`src/hdl/pvrt_pkg.sv`:
```
//------------------------------------------------------------------------------
// Path-vector route table package
// Shared constants and the route entry type.
//------------------------------------------------------------------------------
`default_nettype none
package pvrt_pkg;
   localparam int ROUTER_MAX_DEF = 32;
   localparam int PATH_MAX_DEF   = 8;
   localparam int STORE_DEPTH    = 32;
   localparam int ID_W           = 5;
   localparam int COST_W         = 16;
   localparam int LEN_W          = 4;
   localparam int PATH_W         = 40;
   localparam int CNT_W          = 6;
   localparam int ENTRY_W        = ID_W + ID_W + COST_W + LEN_W + PATH_W;

   localparam logic [2:0] CMD_CLEAR = 3'd0;
   localparam logic [2:0] CMD_ADD   = 3'd1;
   localparam logic [2:0] CMD_ADV   = 3'd2;
   localparam logic [2:0] CMD_DEAD  = 3'd3;
   localparam logic [2:0] CMD_READ  = 3'd4;

   localparam logic [1:0] ST_OK     = 2'd0;
   localparam logic [1:0] ST_IGNORE = 2'd1;
   localparam logic [1:0] ST_FULL   = 2'd2;

   localparam logic CSR_MY_ID    = 1'b0;
   localparam logic CSR_INF_COST = 1'b1;

   typedef struct packed {
      logic [ID_W-1:0]   dest;
      logic [ID_W-1:0]   hop;
      logic [COST_W-1:0] cost;
      logic [LEN_W-1:0]  len;
      logic [PATH_W-1:0] path;
   } entry_type;
endpackage
`default_nettype wire

```
`src/hdl/pvrt_ram.sv`:
```
//------------------------------------------------------------------------------
// Generic RAM
// Single write port, single read port with registered read data.
//------------------------------------------------------------------------------
`default_nettype none
module pvrt_ram #(
   parameter int WIDTH = 8,
   parameter int DEPTH = 32
) (
   input  wire logic                     clock,
   input  wire logic                     wr_en,
   input  wire logic [$clog2(DEPTH)-1:0] wr_addr,
   input  wire logic [WIDTH-1:0]         wr_data,
   input  wire logic [$clog2(DEPTH)-1:0] rd_addr,
   output logic      [WIDTH-1:0]         rd_data
);
   logic [WIDTH-1:0] mem [DEPTH];

   // Write and registered read.
   always_ff @(posedge clock) begin
      if (wr_en) begin
         mem[wr_addr] <= wr_data;
      end
      rd_data <= mem[rd_addr];
   end
endmodule
`default_nettype wire

```
`src/hdl/path_vector_route_table_top.sv`:
```
// Clear, add and unused commands are decided at accept and go straight to the result state.
// Read passes through a read state; advertise scans the table one slot per cycle through the route
// memory read port, then decides in a separate state; neighbor-dead scans the table the same way.
// One item is in work at a time; the result register frees the next accept.
// Reset clears the route count, my_id to 0 and inf_cost to 999; memory
// contents are undefined until written.
//------------------------------------------------------------------------------
// Path-vector route table top level
// Sequencer around one route memory that scans, updates and reads routes.
//------------------------------------------------------------------------------
`default_nettype none
module path_vector_route_table_top #(
   parameter int ROUTER_MAX = pvrt_pkg::ROUTER_MAX_DEF,
   parameter int PATH_MAX   = pvrt_pkg::PATH_MAX_DEF
) (
   input  wire logic         clock,
   input  wire logic         reset,
   input  wire logic         csr_valid,
   output logic              csr_ready,
   input  wire logic         csr_index,
   input  wire logic [15:0]  csr_data,
   input  wire logic         req_valid,
   output logic              req_ready,
   input  wire logic [2:0]   req_cmd,
   input  wire logic [4:0]   req_node_id,
   input  wire logic [4:0]   req_sender_id,
   input  wire logic [4:0]   req_packet_dest,
   input  wire logic [4:0]   req_adv_next_hop,
   input  wire logic [15:0]  req_cost,
   input  wire logic [15:0]  req_cost_to_sender,
   input  wire logic [3:0]   req_path_len,
   input  wire logic [39:0]  req_path_ids,
   input  wire logic [4:0]   req_read_index,
   output logic              rsp_valid,
   input  wire logic         rsp_ready,
   output logic              rsp_changed,
   output logic [1:0]        rsp_status,
   output logic              rsp_entry_valid,
   output logic [4:0]        rsp_entry_dest,
   output logic [4:0]        rsp_entry_next_hop,
   output logic [15:0]       rsp_entry_cost,
   output logic [3:0]        rsp_entry_path_len,
   output logic [39:0]       rsp_entry_path,
   output logic [5:0]        rsp_route_count
);
   import pvrt_pkg::*;

   localparam int TABLE_CAP = (ROUTER_MAX < STORE_DEPTH) ? ROUTER_MAX : STORE_DEPTH;
   localparam int PATH_CAP  = (PATH_MAX < 8) ? PATH_MAX : 8;
   localparam int AW        = $clog2(STORE_DEPTH);

   localparam logic [2:0] S_IDLE = 3'd0;
   localparam logic [2:0] S_SCAN = 3'd1;
   localparam logic [2:0] S_CHK  = 3'd2;
   localparam logic [2:0] S_DEC  = 3'd3;
   localparam logic [2:0] S_RD   = 3'd4;
   localparam logic [2:0] S_OUT  = 3'd5;

   logic [2:0]        state_ff, state_in;
   logic [4:0]        my_id_ff;
   logic [15:0]       inf_ff;
   logic [CNT_W-1:0]  count_ff, count_in;
   // Latched request.
   logic [2:0]        cmd_ff;
   logic [4:0]        node_ff, snd_ff, advhop_ff, ridx_ff;
   logic [3:0]        plen_ff;
   logic [39:0]       ids_ff;
   logic [16:0]       csum_ff;
   // Scan state.
   logic [CNT_W-1:0]  idx_ff, idx_in;
   logic [AW-1:0]     chk_addr_ff;
   logic              chk_live_ff;
   logic              found_ff, found_in;
   logic [AW-1:0]     slot_ff, slot_in;
   logic              chg_ff, chg_in;
   logic [1:0]        stat_ff, stat_in;
   entry_type         rdent_ff, rdent_in;
   logic              rdv_ff, rdv_in;
   // Result register.
   logic              rsp_valid_ff;
   logic              rsp_chg_ff;
   logic [1:0]        rsp_stat_ff;
   logic              rsp_ev_ff;
   entry_type         rsp_ent_ff;
   logic [CNT_W-1:0]  rsp_cnt_ff;

   logic              wr_en;
   logic [AW-1:0]     wr_addr, rd_addr;
   entry_type         wr_data, rd_data;
   logic              accept, self_in_path;
   logic [15:0]       c_sat;
   logic              take;
   logic [39:0]       ids_masked;
   logic [39:0]       len_mask;

   pvrt_ram #(.WIDTH(ENTRY_W), .DEPTH(STORE_DEPTH)) u_ram (
      .clock  (clock),
      .wr_en  (wr_en),
      .wr_addr(wr_addr),
      .wr_data(wr_data),
      .rd_addr(rd_addr),
      .rd_data(rd_data)
   );

   assign csr_ready = (state_ff == S_IDLE);
   assign req_ready = (state_ff == S_IDLE);
   assign accept    = req_valid && req_ready;

   // Configuration registers.
   always_ff @(posedge clock) begin
      if (reset) begin
         my_id_ff <= '0;
         inf_ff   <= 16'd999;
      end else if (csr_valid && csr_ready) begin
         if (csr_index == CSR_MY_ID) begin
            my_id_ff <= csr_data[4:0];
         end else begin
            inf_ff <= csr_data;
         end
      end
   end

   // Rule check on the advertised path.
   always_comb begin
      self_in_path = 1'b0;
      for (int j = 0; j < 8; j++) begin
         if ((4'(j) < req_path_len) && (req_path_ids[5*j +: 5] == my_id_ff)) begin
            self_in_path = 1'b1;
         end
      end
   end

   assign c_sat = (csum_ff < {1'b0, inf_ff}) ? csum_ff[15:0] : inf_ff;

   always_comb begin
      len_mask = '0;
      for (int j = 0; j < 8; j++) begin
         if (4'(j) < plen_ff) begin
            len_mask[5*j +: 5] = 5'h1f;
         end
      end
   end
   assign ids_masked = ids_ff & len_mask;

   // Install decision for advertised routes, using the found slot's entry.
   always_comb begin
      if (found_ff) begin
         take = (rdent_ff.hop == snd_ff) ||
                ((c_sat < rdent_ff.cost) && (advhop_ff != my_id_ff));
      end else begin
         take = (c_sat < inf_ff) && (advhop_ff != my_id_ff);
      end
   end

   // Sequencer.
   always_comb begin
      state_in = state_ff;
      count_in = count_ff;
      idx_in   = idx_ff;
      found_in = found_ff;
      slot_in  = slot_ff;
      chg_in   = chg_ff;
      stat_in  = stat_ff;
      rdent_in = rdent_ff;
      rdv_in   = rdv_ff;
      wr_en    = 1'b0;
      wr_addr  = '0;
      wr_data  = '0;
      rd_addr  = idx_ff[AW-1:0];
      case (state_ff)
         S_IDLE: begin
            rd_addr = req_read_index;
            if (accept) begin
               idx_in   = '0;
               found_in = 1'b0;
               chg_in   = 1'b0;
               stat_in  = ST_OK;
               rdv_in   = 1'b0;
               rdent_in = '0;
               state_in = S_OUT;
               case (req_cmd)
                  CMD_CLEAR: begin
                     wr_en    = 1'b1;
                     wr_data  = '{dest: my_id_ff, hop: my_id_ff, cost: '0,
                                  len: 4'd1, path: 40'(my_id_ff)};
                     count_in = CNT_W'(1);
                     chg_in   = 1'b1;
                  end
                  CMD_ADD: begin
                     if (req_node_id == my_id_ff) begin
                        stat_in = ST_IGNORE;
                     end else if (count_ff >= CNT_W'(TABLE_CAP)) begin
                        stat_in = ST_FULL;
                     end else begin
                        wr_en    = 1'b1;
                        wr_addr  = count_ff[AW-1:0];
                        wr_data  = '{dest: req_node_id, hop: req_node_id,
                                     cost: (req_cost < inf_ff) ? req_cost : inf_ff,
                                     len: 4'd2,
                                     path: {30'd0, req_node_id, my_id_ff}};
                        count_in = count_ff + CNT_W'(1);
                        chg_in   = 1'b1;
                     end
                  end
                  CMD_ADV: begin
                     if ((req_packet_dest != my_id_ff) || (req_node_id == my_id_ff) ||
                         (req_node_id == req_sender_id) || self_in_path) begin
                        stat_in = ST_IGNORE;
                     end else begin
                        rd_addr  = '0;
                        idx_in   = CNT_W'(1);
                        state_in = S_SCAN;
                     end
                  end
                  CMD_DEAD: begin
                     rd_addr  = '0;
                     idx_in   = CNT_W'(1);
                     state_in = S_SCAN;
                  end
                  CMD_READ: begin
                     state_in = S_RD;
                  end
                  default: begin
                     stat_in = ST_IGNORE;
                  end
               endcase
            end
         end
         S_SCAN: begin
            // One slot read per cycle; the previous read is checked here.
            rd_addr = idx_ff[AW-1:0];
            if (chk_live_ff) begin
               if (cmd_ff == CMD_DEAD) begin
                  if ((rd_data.hop == node_ff) && (rd_data.cost != inf_ff)) begin
                     wr_en        = 1'b1;
                     wr_addr      = chk_addr_ff;
                     wr_data      = rd_data;
                     wr_data.cost = inf_ff;
                     chg_in       = 1'b1;
                  end
               end else if (rd_data.dest == node_ff) begin
                  found_in = 1'b1;
                  slot_in  = chk_addr_ff;
                  rdent_in = rd_data;
               end
            end
            if (chk_live_ff && (cmd_ff == CMD_ADV) && (rd_data.dest == node_ff)) begin
               state_in = S_DEC;
            end else if (idx_ff > count_ff || idx_ff > CNT_W'(STORE_DEPTH)) begin
               state_in = (cmd_ff == CMD_ADV) ? S_DEC : S_OUT;
            end else begin
               idx_in = idx_ff + CNT_W'(1);
            end
         end
         S_DEC: begin
            state_in = S_OUT;
            if (!take) begin
               stat_in = ST_IGNORE;
            end else if (5'(plen_ff) + 5'd1 > 5'(PATH_CAP)) begin
               stat_in = ST_FULL;
            end else if (!found_ff && (count_ff >= CNT_W'(TABLE_CAP))) begin
               stat_in = ST_FULL;
            end else begin
               wr_en   = 1'b1;
               wr_addr = found_ff ? slot_ff : count_ff[AW-1:0];
               wr_data = '{dest: node_ff, hop: snd_ff, cost: c_sat,
                           len: plen_ff + 4'd1, path: {ids_masked[34:0], my_id_ff}};
               if (!found_ff) begin
                  count_in = count_ff + CNT_W'(1);
               end
               chg_in = 1'b1;
            end
         end
         S_RD: begin
            state_in = S_OUT;
            if (CNT_W'(ridx_ff) < count_ff) begin
               rdv_in   = 1'b1;
               rdent_in = rd_data;
            end
         end
         S_OUT: begin
            if (!rsp_valid_ff) begin
               state_in = S_IDLE;
            end
         end
         default: begin
            state_in = S_IDLE;
         end
      endcase
   end

   // Control registers.
   always_ff @(posedge clock) begin
      if (reset) begin
         state_ff     <= S_IDLE;
         count_ff     <= '0;
         rsp_valid_ff <= 1'b0;
         chk_live_ff  <= 1'b0;
      end else begin
         state_ff <= state_in;
         count_ff <= count_in;
         chk_live_ff <= (state_in == S_SCAN) &&
                        ((state_ff == S_IDLE) ? (count_ff != '0) :
                         (idx_ff < count_ff && idx_ff < CNT_W'(STORE_DEPTH)));
         if (state_ff == S_OUT && !rsp_valid_ff) begin
            rsp_valid_ff <= 1'b1;
         end else if (rsp_ready) begin
            rsp_valid_ff <= 1'b0;
         end
      end
   end

   // Payload registers.
   always_ff @(posedge clock) begin
      idx_ff      <= idx_in;
      chk_addr_ff <= rd_addr;
      found_ff    <= found_in;
      slot_ff     <= slot_in;
      chg_ff      <= chg_in;
      stat_ff     <= stat_in;
      rdent_ff    <= rdent_in;
      rdv_ff      <= rdv_in;
      if (accept) begin
         cmd_ff    <= req_cmd;
         node_ff   <= req_node_id;
         snd_ff    <= req_sender_id;
         advhop_ff <= req_adv_next_hop;
         ridx_ff   <= req_read_index;
         plen_ff   <= req_path_len;
         ids_ff    <= req_path_ids;
         csum_ff   <= 17'(req_cost) + 17'(req_cost_to_sender);
      end
      if (state_ff == S_OUT && !rsp_valid_ff) begin
         rsp_chg_ff  <= chg_ff;
         rsp_stat_ff <= stat_ff;
         rsp_ev_ff   <= rdv_ff;
         rsp_ent_ff  <= rdv_ff ? rdent_ff : '0;
         rsp_cnt_ff  <= count_ff;
      end
   end

   assign rsp_valid          = rsp_valid_ff;
   assign rsp_changed        = rsp_chg_ff;
   assign rsp_status         = rsp_stat_ff;
   assign rsp_entry_valid    = rsp_ev_ff;
   assign rsp_entry_dest     = rsp_ent_ff.dest;
   assign rsp_entry_next_hop = rsp_ent_ff.hop;
   assign rsp_entry_cost     = rsp_ent_ff.cost;
   assign rsp_entry_path_len = rsp_ent_ff.len;
   assign rsp_entry_path     = rsp_ent_ff.path;
   assign rsp_route_count    = rsp_cnt_ff;
endmodule
`default_nettype wire
```
`config.mk`:
```
export PLATFORM = sky130hd
export DESIGN_NAME = path_vector_route_table_top
export DESIGN_NICKNAME = d
export VERILOG_FILES = /design/src/hdl/pvrt_pkg.sv /design/src/hdl/pvrt_ram.sv /design/src/hdl/path_vector_route_table_top.sv
export SDC_FILE = /design/constraint.sdc
export NUM_CORES = 2
export LEC_CHECK = 0
export ABC_AREA = 0
export BUFFER_PORTS_ARGS = -buffer_cell sky130_fd_sc_hd__buf_2
export CORE_ASPECT_RATIO = 1.75
export CORE_MARGIN = 2
export CORE_UTILIZATION = 35
export DETAILED_ROUTE_END_ITERATION = 10
export MAX_ROUTING_LAYER = met4
export PLACE_DENSITY = 0.52
export SKIP_CTS_REPAIR_TIMING = 1
export SYNTH_ARGS = -nofsm -noshare
export SYNTH_HDL_FRONTEND = slang
export SYNTH_HIERARCHICAL = 1
export SYNTH_SLANG_ARGS = --single-unit
```
`constraint.sdc`:
```
create_clock -name clock -period 24.4 [get_ports clock]
set_clock_uncertainty 0.15 [all_clocks]
set_input_delay 3.66 -clock clock [delete_from_list [all_inputs] [get_ports clock]]
set_output_delay 3.66 -clock clock [all_outputs]
set_load 0.05 [all_outputs]
```
==> flow_summary.rst <==
.. list-table::
   :header-rows: 1

   * - Metric
     - Value
   * - Top library cells by usage in the layout, fill and taps aside
     - edfxtp_1 (2,485), mux2i_1 (565), a22oi_1 (377)
   * - Share of the core filled with cells in the final layout
     - about 40%
   * - Max transition margin
     - 3.86%
   * - Final-layout fill cell count
     - about 26,000
   * - Detailed Route WL
     - 328,000 um
   * - Ports
     - ~210
   * - Vias in the first global route
     - 55,500
   * - Average cell area after synthesis
     - roughly 19 sq um
   * - Proportion of synthesized flip-flops having asynchronous set or reset
     - 0%
   * - Antenna Nets Post-Route
     - 0
   * - Critical-path top delay cell
     - o31ai_1
   * - Remaining global-route overflow
     - 0
   * - Final-report setup violation count
     - 0
   * - Net count after synthesis
     - 5,608
   * - Worst skew pair latency
     - 0.93 ns
   * - Remaining design rule violation count
     - 0
   * - Path class of the lowest-slack min-delay path
     - flip-flop to flip-flop
   * - Final-report hold violation count
     - 0
   * - Total power per unit cell area
     - 98.4 nW/um^2
   * - Overall routing resource usage
     - 22.4%
   * - Post-synthesis cell type count
     - 78
   * - Signed area change from the synthesized netlist to the final layout
     - 13.2%
   * - Main combinational cell family by area after synthesis
     - multiplexers
   * - Adder-Cell Fraction of Synth Area
     - 1.16%
   * - Top Family by Delay on Critical Path
     - compound AO/OA/AOI/OAI gates
   * - Result of the run
     - finished clean
   * - Number of cells traversed by the worst hold path
     - 0
   * - Initial drt markers
     - 6,298
   * - Post-layout instance area
     - approximately 120,000 sq um
   * - Syn. warnings
     - 6
   * - DR vias
     - around 55,000
   * - Share of layout cells above drive strength 1
     - 18.3%
   * - Placeable core region
     - 290,000 sq um
   * - Complex-gate fraction of the synthesized area
     - about 5.4%
   * - Crit path required time
     - 24.98 ns
   * - Cell area after synthesis
     - 102,000 sq um
   * - Cell area after placement
     - roughly 110,000 sq um
   * - Ys flop type
     - edfxtp_1
   * - Final Max Slew Viols
     - 0
   * - H-Tree Level Count
     - 4
   * - Clock Path Buffers
     - 4
   * - Drt first pass iters
     - 7
   * - Average vias per placed instance
     - 5.62
   * - Number of cells in the finished layout apart from fillers
     - 9,717
   * - Total CTS buffers
     - ~240
   * - Overall die width
     - 412 um
   * - Area occupied by multi-input gates
     - ~24,000 sq um
   * - Count of max-cap constraint violations
     - 0
   * - Most common library cell in the layout ignoring fill and taps
     - edfxtp_1
   * - Clock Pin Slew Worst Setup and Hold Paths
     - 0.07 ns
   * - Count of mapped cells out of synthesis
     - approximately 5,400
   * - Number of buffers and inverters on the critical path
     - 5
   * - Initial antenna violation count
     - 11
   * - Global placer's final weighted congestion
     - 0.860
   * - Worst Path Max Fanout
     - between 100 and 150
   * - HPWL after detailed placement
     - 188,000 um
   * - Setup slack at placement
     - around 12 ns
   * - RSZ-0062 raised after global routing
     - no
   * - CP cell instances
     - buf_2 -> xnor2_1 -> nand3_1 -> o31ai_1 -> nand2_1 -> a31o_2 -> a31oi_1 -> a22o_4 -> buf_4 -> buf_4 -> buf_12 -> buf_4 -> nor2b_1 -> a22oi_1 -> nand3_1 -> nand4_1
   * - Sequential share of the synthesized area
     - 75.4%
   * - Pwr Total
     - between 10 and 15 mW
   * - Register bit count reported by yosys
     - 2,592
   * - Data arrival, critical path
     - 11.83 ns
   * - Routed wire length per instance
     - 33.7 um
   * - Post-Synth Simple-Gate Area
     - ~3.5%
   * - Starting density of the core
     - 35.1%
   * - Number of enable flip-flop cells after synthesis
     - 2,485
   * - Critical Path Source Type
     - primary input
   * - DP Cell Count
     - 9,284
   * - TritonCTS clock tree
     - built
   * - Maximum number of pins on one net before global-route repair
     - roughly 140
   * - Peak ir drop on the vdd network
     - 0.0787 mV
   * - Slew at the pin closest to its max-slew limit
     - 1.43 ns
   * - Logic depth of the worst setup path including buffers
     - 16
   * - Die Area
     - between 200,000 and 300,000 sq um
   * - Net total in the final layout
     - 5,913
   * - Synthesized-area fraction occupied by xor and xnor cells
     - less than 1%
   * - Sequential cell area
     - 76,800 sq um
   * - Final min period
     - 11.25 ns
   * - Height of the die
     - 717 um
   * - Worst Slack Setup Final
     - around 13 ns
   * - Root buffer cell
     - clkbuf_16
   * - Clock sink count
     - roughly 2,600
   * - Dominant cell type by count on the critical path
     - buf_4
   * - Delay contributed by the slowest stage of the critical path
     - 1.16 ns
   * - WHS
     - 0.277 ns
   * - Core Rows
     - about 260
   * - Max Fclk
     - between 0.08 and 0.09 GHz
   * - Critical Path Sink Type
     - flip-flop
   * - Wire length of the first global-routing pass
     - between 400,000 and 500,000 um
   * - Final TNS setup
     - 0 ns
   * - Final worst-path cycle share
     - 46.1%
   * - Type of the worst setup path
     - primary input to flip-flop
   * - Number of input and output port buffers inserted
     - 208
   * - Register-to-Register Path Depth
     - 21
   * - Total leakage power
     - 39.6 nW
   * - Multiplexer area fraction after synthesis
     - a little under an eighth
worst register-to-register path: stages (launching register included):
cell and delay, ns:
dfxtp_1 0.54, inv_1 0.18, ha_1 0.36, and4_1 0.25, a221oi_2 0.27, o211a_1 0.28, or2_1 0.20, nor2b_2 0.93
mux2_1 0.48, ha_1 0.33, nand3_1 0.16, a2111o_1 0.47, a2111oi_2 0.37, o311ai_4 0.25, nand4_2 0.19, buf_4 0.39
nor2_1 0.18, a221o_1 0.38, or3b_2 0.72, nor2_4 0.65, buf_4 0.58, buf_4 0.93
sequential cells by signal, summed over array words and instances (netlist names), 6 cells and up:
signal,cells
count_ff,6
csum_ff,17
ids_ff,35
idx_ff,6
inf_ff,16
rdent_ff,70
rsp_entry_cost,16
rsp_entry_path,40
rsp_route_count,6
u_ram/mem,2240
u_ram/rd_data,70
Yosys cell counts, types with 4 or more instances:
cell	number	area, sq um
nand3b_1	6	45.0
nand2_1	62	233
nand4_1	51	319
mux4_2	280	6310
a211o_1	4	35.0
mux2_2	12	135
a22oi_1	377	2830
buf_6	22	248
buf_1	9	33.8
nor3_1	23	115
ha_1	93	1160
a221o_1	20	200
nor2b_1	97	607
a211oi_1	8	60.1
nand2b_1	5	31.3
and3_1	12	75.1
o211ai_1	13	97.6
edfxtp_1	2485	74600
and2_1	88	551
clkbuf_1	124	465
o21ai_0	23	115
a21oi_1	50	250
o31a_1	4	35.0
a32oi_1	5	43.8
or3_1	4	25.0
xnor2_1	39	342
mux2i_1	565	5660
nor2_1	97	364
o21a_1	13	97.6
nand3_1	160	801
nor2_4	6	67.6
xor2_1	69	604
a21o_1	38	285
nor4_1	15	93.8
buf_2	105	526
dfxtp_1	107	2140
and4_1	4	35.0
a31oi_1	45	282
a22o_1	97	850
buf_4	27	203
inv_1	64	240
layout make-up:
| class | count | area share [%] |
|---|---|---|
| multi-input combinational | 2444 | 20.6 |
| tap | 3828 | 4.15 |
| clock buffer | 328 | 5.66 |
| timing repair buffer | 355 | 1.93 |
| clock inverter | 99 | 0.854 |
| sequential | 2592 | 66.6 |
| inverter | 65 | 0.215 |
| antenna | 6 | 0.0130 |
worst paths after layout:
kind | start | endpoint | slack [ns]
hold / removal | chk_addr_ff[0]$_DFF_P_ | slot_ff[0]$_DFFE_PP_ | 0.28
setup / recovery | req_path_ids[5] | u_ram/rd_data[6]$_DFF_P_ | 13.15
setup reg to reg | inf_ff[8]$_SDFFE_PP1P_ | u_ram/mem[24][19]$_DFFE_PP_ | 14.68
hold reg to reg | chk_addr_ff[0]$_DFF_P_ | slot_ff[0]$_DFFE_PP_ | 0.28
cells by family after synthesis:
| group | Yosys count |
|---|---|
| flip-flops | 2592 |
| multiplexers | 860 |
| AO/OA/AOI/OAI | 728 |
| AND/OR/NAND/NOR | 654 |
| buffers and inverters | 352 |
| XOR/XNOR | 108 |
| adder cells (fa/ha/maj) | 94 |
report_power, final:
part	switching [mW]	leakage, nW	internal, mW
Sequential	0.222	25.4	5.03
Combinational	1.50	10.6	0.890
Clock	1.66	3.67	2.04
Total	3.38	39.6	7.96
layer usage:
| layer | vias to the layer above | track usage [%] | wire, um |
|---|---|---|---|
| met3 | 513 | 3.31 | 21100 |
| met4 | 0 | 7.32 | 11800 |
| met5 | - | - | 0 |
| met1 | 29500 | 27.1 | 127000 |
| met2 | 2112 | 38.3 | 168000 |
| li1 | 22500 | - | - |
Power figures use the tool's default switching activity.
